`src/frl_pkg.sv`:
```
package frl_pkg;

  // Table geometry
  localparam int MAX_RULES = 64;
  localparam int IDX_W     = $clog2(MAX_RULES);
  localparam int CNT_W     = $clog2(MAX_RULES + 1);

  // Operation codes on the input channel
  typedef enum logic [1:0] {
    FN_ADD    = 2'd0,
    FN_REMOVE = 2'd1,
    FN_QUERY  = 2'd2,
    FN_NOP    = 2'd3
  } frl_func_e;

  // Status codes on the result channel
  typedef enum logic [1:0] {
    STS_OK      = 2'd0,
    STS_FULL    = 2'd1,
    STS_BAD_IDX = 2'd2
  } frl_status_e;

  // What a token does as it walks the cell chain
  typedef enum logic [1:0] {
    OP_QUERY  = 2'd0,
    OP_GATHER = 2'd1,
    OP_WRITE  = 2'd2
  } frl_op_e;

  // Controller sequencing
  typedef enum logic [1:0] {
    ST_IDLE = 2'd0,
    ST_MOVE = 2'd1,
    ST_SCAN = 2'd2
  } frl_state_e;

  // Token handed from cell to cell. For a query the address sits in addr_lo
  // and the port in port_lo; for gather and write the fields carry a rule.
  typedef struct packed {
    logic              valid;
    frl_op_e           op;
    logic [31:0]       addr_lo;
    logic [31:0]       addr_hi;
    logic [15:0]       port_lo;
    logic [15:0]       port_hi;
    logic [IDX_W-1:0]  tgt;
    logic [CNT_W-1:0]  cnt;
    logic              hit;
    logic              allowed;
    logic [IDX_W-1:0]  hit_idx;
  } frl_tok_t;

endpackage

```
`src/frl_cell.sv`:
```
module frl_cell import frl_pkg::*; (
  input  logic             clk_i,
  input  logic             rst_ni,
  input  logic [IDX_W-1:0] cell_idx_i,
  input  frl_tok_t         tok_i,
  output frl_tok_t         tok_o
);

  logic [31:0] addr_lo_q, addr_lo_d;
  logic [31:0] addr_hi_q, addr_hi_d;
  logic [15:0] port_lo_q, port_lo_d;
  logic [15:0] port_hi_q, port_hi_d;
  logic        tok_valid_q;
  frl_tok_t    tok_d, tok_q;
  logic        in_table;
  logic        range_ok;
  logic        addr_match;
  logic        port_ok;

  // Per-octet range test of the query against this rule
  always_comb begin
    range_ok = 1'b1;
    for (int k = 0; k < 4; k++) begin
      if (tok_i.addr_lo[8*k +: 8] < addr_lo_q[8*k +: 8] ||
          tok_i.addr_lo[8*k +: 8] > addr_hi_q[8*k +: 8]) begin
        range_ok = 1'b0;
      end
    end
  end

  assign in_table   = CNT_W'(cell_idx_i) < tok_i.cnt;
  assign addr_match = (addr_lo_q == tok_i.addr_lo) ||
                      ((addr_hi_q != 32'd0) && range_ok);
  assign port_ok    = (port_lo_q == tok_i.port_lo) ||
                      ((port_hi_q != 16'd0) && (port_lo_q <= tok_i.port_lo) &&
                       (tok_i.port_lo <= port_hi_q));

  // Token processing and rule update
  always_comb begin
    tok_d     = tok_i;
    addr_lo_d = addr_lo_q;
    addr_hi_d = addr_hi_q;
    port_lo_d = port_lo_q;
    port_hi_d = port_hi_q;
    if (tok_i.valid) begin
      case (tok_i.op)
        OP_QUERY: begin
          if (!tok_i.hit && in_table && addr_match) begin
            tok_d.hit     = 1'b1;
            tok_d.hit_idx = cell_idx_i;
            tok_d.allowed = port_ok;
          end
        end
        OP_GATHER: begin
          if (cell_idx_i == tok_i.tgt) begin
            tok_d.addr_lo = addr_lo_q;
            tok_d.addr_hi = addr_hi_q;
            tok_d.port_lo = port_lo_q;
            tok_d.port_hi = port_hi_q;
          end
        end
        OP_WRITE: begin
          if (cell_idx_i == tok_i.tgt) begin
            addr_lo_d = tok_i.addr_lo;
            addr_hi_d = tok_i.addr_hi;
            port_lo_d = tok_i.port_lo;
            port_hi_d = tok_i.port_hi;
          end
        end
        default: begin
          tok_d = tok_i;
        end
      endcase
    end
  end

  // Rule storage, no reset
  always_ff @(posedge clk_i) begin
    addr_lo_q <= addr_lo_d;
    addr_hi_q <= addr_hi_d;
    port_lo_q <= port_lo_d;
    port_hi_q <= port_hi_d;
    tok_q     <= tok_d;
  end

  // Token valid
  always_ff @(posedge clk_i or negedge rst_ni) begin
    if (!rst_ni) begin
      tok_valid_q <= 1'b0;
    end else begin
      tok_valid_q <= tok_d.valid;
    end
  end

  always_comb begin
    tok_o       = tok_q;
    tok_o.valid = tok_valid_q;
  end

endmodule
```
`config.mk`:
```
export PLATFORM = sky130hd
export DESIGN_NAME = frl_cell
export DESIGN_NICKNAME = d
export VERILOG_FILES = /design/src/frl_pkg.sv /design/src/frl_cell.sv
export SDC_FILE = /design/constraint.sdc
export NUM_CORES = 1
export LEC_CHECK = 0
export ABC_AREA = 1
export BUFFER_PORTS_ARGS = -buffer_cell sky130_fd_sc_hd__buf_2
export CAP_MARGIN = 0
export CORE_ASPECT_RATIO = 1.2
export CORE_MARGIN = 2
export CORE_UTILIZATION = 45
export CTS_CLUSTER_DIAMETER = 200
export CTS_CLUSTER_SIZE = 25
export DETAILED_ROUTE_END_ITERATION = 10
export GPL_ROUTABILITY_DRIVEN = 0
export GPL_TIMING_DRIVEN = 1
export PLACE_DENSITY = 0.7
export SKIP_LAST_GASP = 1
export SYNTH_ARGS = -nofsm -noshare
export SYNTH_HDL_FRONTEND = slang
export SYNTH_SLANG_ARGS = --single-unit
```
`constraint.sdc`:
```
create_clock -name clk_i -period 4.1 [get_ports clk_i]
set_clock_uncertainty 0.05 [all_clocks]
set_input_delay 0.615 -clock clk_i [delete_from_list [all_inputs] [get_ports clk_i]]
set_output_delay 0.615 -clock clk_i [all_outputs]
set_load 0.005 [all_outputs]
```
==> summary.txt <==
Critical path
  • Cell Chain, Critical Path: buf_2 > xor2_1 > nor2_1 > nand4_1 > nor2_2 > nand3_4 > buf_4 > mux2_4
  • Crit path depth: 8
  • CP max FO: slightly above 60
  • Delay of the slowest cell on the worst path: 490 ps
  • Critical path startpoint: tok_i[16]
  • Worst Path Required: 4430 ps
  • Sort of element at the start of the critical path: input port
  • Critical path arrival: 2720 ps
  • Number of buffer and inverter stages on the critical path: 2
  • CP endpoint kind: flop
  • Worst Path Class, Setup: in2reg
  • Cell family contributing the most delay on the critical path: simple AND/OR/NAND/NOR gates
  • Register-to-register path setup slack: 1740 ps
  • Beginning of the worst register-to-register path: addr_hi_q[31]$_DFFE_PP_
  • Depth of the worst register-to-register path: 13
  • Cell at the slowest stage of the critical path: sky130_fd_sc_hd__buf_4

Placed design
  • HPWL after detailed placement: roughly 17000 um
  • Post-detailed-placement cell area: 11130 um^2
  • Pre-CTS WS: 1210 ps
  • I/O Buffers: 247

Drt
  • Iter 0 DRT Violations: 316
  • WL final: ~22000 um
  • Post-route DRC: 0
  • Routed via count divided by cell count: 4.788
  • Mean routed wirelength per cell: about 15 um
  • Drt pass-1 iters: 4
  • Via count: 6991
  • Remaining antenna violation count after routing: 0

Power
  • Internal portion of total power: ~3.1 mW
  • Power Dens Cells: 347.9 nW/um^2
  • Share of power burned in registers: 58.2%
  • Sw Pwr: 0.9146 mW
  • Portion of total power attributed to the clock network: around 32%
  • Total power: 4.007 mW
  • Worst-case vdd ir drop: ~0.30 mV
  • Leakage dissipation: 5.852 nW
  • Fraction of power spent switching nets: 22.83%
  • Combinational power share: 9.5%

Logic synthesis
  • Syn avg cell area: just over 10 um^2
  • Synth async-reset ratio: less than 1%
  • Fraction of post-synthesis cell area in the top cell type by area: 29.80%
  • Number of enable flip-flop cells after synthesis: 96
  • Most frequent cells after synthesis: 193 x sky130_fd_sc_hd__nand2_1, 147 x sky130_fd_sc_hd__inv_1, 119 x sky130_fd_sc_hd__dfxtp_1
  • Dominant cells by area after synthesis: sky130_fd_sc_hd__edfxtp_1 30%, sky130_fd_sc_hd__dfxtp_1 25%, sky130_fd_sc_hd__ha_1 13%, sky130_fd_sc_hd__nand2_1 7.5%, sky130_fd_sc_hd__inv_1 5.7%
  • Post-synth design cell area: roughly 9700 um^2
  • Prevailing post-synth register cell: sky130_fd_sc_hd__dfxtp_1
  • Sequential area share after synthesis: 54.69%
  • Yosys top cell by area: sky130_fd_sc_hd__edfxtp_1
  • Number of distinct library cell variants in the gate-level netlist after synthesis: 30
  • Gate count of the mapped netlist: 932
  • Most common cell in the netlist: sky130_fd_sc_hd__nand2_1
  • Count of warnings emitted by yosys: 0
  • Synthesis-stage register bit count: 216
  • Net count after synthesis: 1161

Min path
  • Type of the tightest min-delay check: in2reg
  • Instance count along the most critical hold path: 1
  • Launch instance of the worst min-delay path: tok_i[10]

Clock tree
  • Clock tree sinks: 216
  • Root Buffer: sky130_fd_sc_hd__clkbuf_16
  • Number of buffers between clock root and the deepest sink: 3
  • Resized cells post-CTS: 0
  • Clock-pin slew on the worst setup and hold paths: 100 ps
  • Deepest level of the CTS H-tree: 1
  • TritonCTS Buffers: 12
  • CTS tree: yes
  • Source-to-sink clock delay at the later pin of the worst-skew pair: 480 ps

Floorplanning
  • Area of the core: roughly 21000 um^2
  • Rows: 58
  • Horiz. Die Dim: 137.8 um
  • Die H: between 150 and 200 um
  • Initial cell density of the core: 45.96%
  • DIE AREA: 22690 um^2
  • I/O pin cnt: 248

Global route
  • Number of global-route vias before repair: between 6000 and 7000
  • Final global-route overflow total: 0
  • Global-route wire length before repair: 33800 um
  • GRT Util Overall: 19.00%
  • Number of antenna violations at the first check in global routing: 7
  • Largest net degree at the start of global routing: 75

Finish
  • Nets: between 1000 and 1500
  • Number of filler cells placed in the layout: 1920
  • Final core area utilization: 54.72%
  • Register area: roughly 5300 um^2
  • Finished layout cell area: 11520 um^2
  • Share of cells above drive strength 1: 27.09%
  • Multi-input logic area: around 3600 um^2
  • Layout-stage area growth over the synthesis result: 19.05%

STA
  • Final critical-path setup slack: 1706 ps
  • Final hold slack: 207.0 ps
  • Pins Over Slew Limit: 0
  • Worst-Margin Slew: about 700 ps
  • RSZ-0062 raised after global routing: false
  • Max Fclk: 0.4176 GHz
  • Final period utilization: 58.40%
  • Final period demand of the worst path: 2394 ps
  • Normalized max-slew margin: 53.51%
  • Final-report setup violation count: 0
  • Number of hold violations in the final report: 0

Job
  • Max-capacitance violation count: 0

Status
  • Run status: complete, no violations
metal layers:
| metal | GRT usage (%) | routed length [um] | up-vias | part of all wire (%) |
|---|---|---|---|---|
| li1 | - | - | 3558 | - |
| met1 | 22.64 | 8723 | 3207 | 40 |
| met5 | 0 | 24 | - | 0.11 |
| met2 | 33.82 | 10900 | 191 | 50 |
| met4 | 5.798 | 411 | 4 | 1.9 |
| met3 | 4.359 | 1561 | 31 | 7.2 |
path summary, 6_finish.rpt:
kind,to
worst max-delay path,tok_o[93]$_DFF_P_
worst min-delay path,tok_o[10]$_DFF_P_
worst max register to register,tok_o[3]$_DFF_P_
worst min register to register,tok_o[46]$_DFF_P_
max in group asynchronous,tok_valid_q$_DFF_PN0_
min in group asynchronous,tok_valid_q$_DFF_PN0_
flip-flops by register name, indices dropped and copies added (netlist names):
name / cells
addr_hi_q: 32
addr_lo_q: 32
port_hi_q: 16
port_lo_q: 16
tok_o: 119
tok_valid_q: 1
power by group through the flow:
stage | clock network (mW) | registers [mW] | logic (mW)
3_3_place_gp | 0 | 2.38 | 0.372
5_1_grt | 1.43 | 2.34 | 0.438
6_report | 1.30 | 2.33 | 0.381
4_1_cts | 1.35 | 2.33 | 0.387
2_1_floorplan | 0 | 2.39 | 0.171
3_5_place_dp | 0 | 2.38 | 0.385
layout make-up:
type                       instances  area share, %
clock inverter                     1        0.09778
tap                              270          2.934
antenna                            5         0.1086
inverter                         148          4.824
timing repair buffer             253          11.47
sequential                       216          45.94
multi-input combinational        548          31.61
clock buffer                      19          3.020
cells in the final DEF, fill, tap and decap left out, types with 2 or more instances in the layout:
master,synthesis,routed
sky130_fd_sc_hd__ha_1,101,101
sky130_fd_sc_hd__nand2_1,193,193
sky130_fd_sc_hd__buf_12,0,3
sky130_fd_sc_hd__nand3_1,13,13
sky130_fd_sc_hd__nor4_1,3,2
sky130_fd_sc_hd__edfxtp_1,96,96
sky130_fd_sc_hd__o21ai_2,25,25
sky130_fd_sc_hd__nor2_1,55,55
sky130_fd_sc_hd__inv_1,147,147
sky130_fd_sc_hd__a21o_1,7,7
sky130_fd_sc_hd__clkbuf_16,0,13
sky130_fd_sc_hd__dfxtp_1,119,119
sky130_fd_sc_hd__o21a_1,4,4
sky130_fd_sc_hd__mux2_4,24,24
sky130_fd_sc_hd__diode_2,0,5
sky130_fd_sc_hd__clkbuf_1,2,6
sky130_fd_sc_hd__buf_4,2,2
sky130_fd_sc_hd__a21oi_1,36,36
sky130_fd_sc_hd__o21bai_1,2,2
sky130_fd_sc_hd__nor3_1,3,3
sky130_fd_sc_hd__o21ai_0,10,10
sky130_fd_sc_hd__nand4_1,15,15
sky130_fd_sc_hd__xor2_1,3,3
sky130_fd_sc_hd__xnor2_1,2,2
sky130_fd_sc_hd__buf_2,0,247
sky130_fd_sc_hd__o21ai_1,47,47
repair_timing:
item                                   in CTS  in global routing
setup buffers                               0                  0
hold buffers                                1                  0
endpoints found under the hold margin       1                  0
stage by stage:
| stage | cells | TNS (ps) |
|---|---|---|
| global route | 1459 | 0 |
| floorplan | 932 | -45620 |
| global placement | 1434 | 0 |
| finish | 1460 | 0 |
| detailed placement | 1434 | 0 |
| CTS | 1455 | 0 |
cell families (layout without fill, tap and decap cells):
group / after synthesis / count (layout) / synth area share (%)
adder cells (fa/ha/maj): 101 / 101 / 13.06
AND/OR/NAND/NOR: 287 / 287 / 12.15
XOR/XNOR: 5 / 5 / 0.4528
flip-flops: 216 / 216 / 54.69
AO/OA/AOI/OAI: 131 / 131 / 8.084
buffers and inverters: 168 / 421 / 7.838
multiplexers: 24 / 24 / 3.725
other: 0 / 5 / 0
Power figures use the tool's default switching activity.
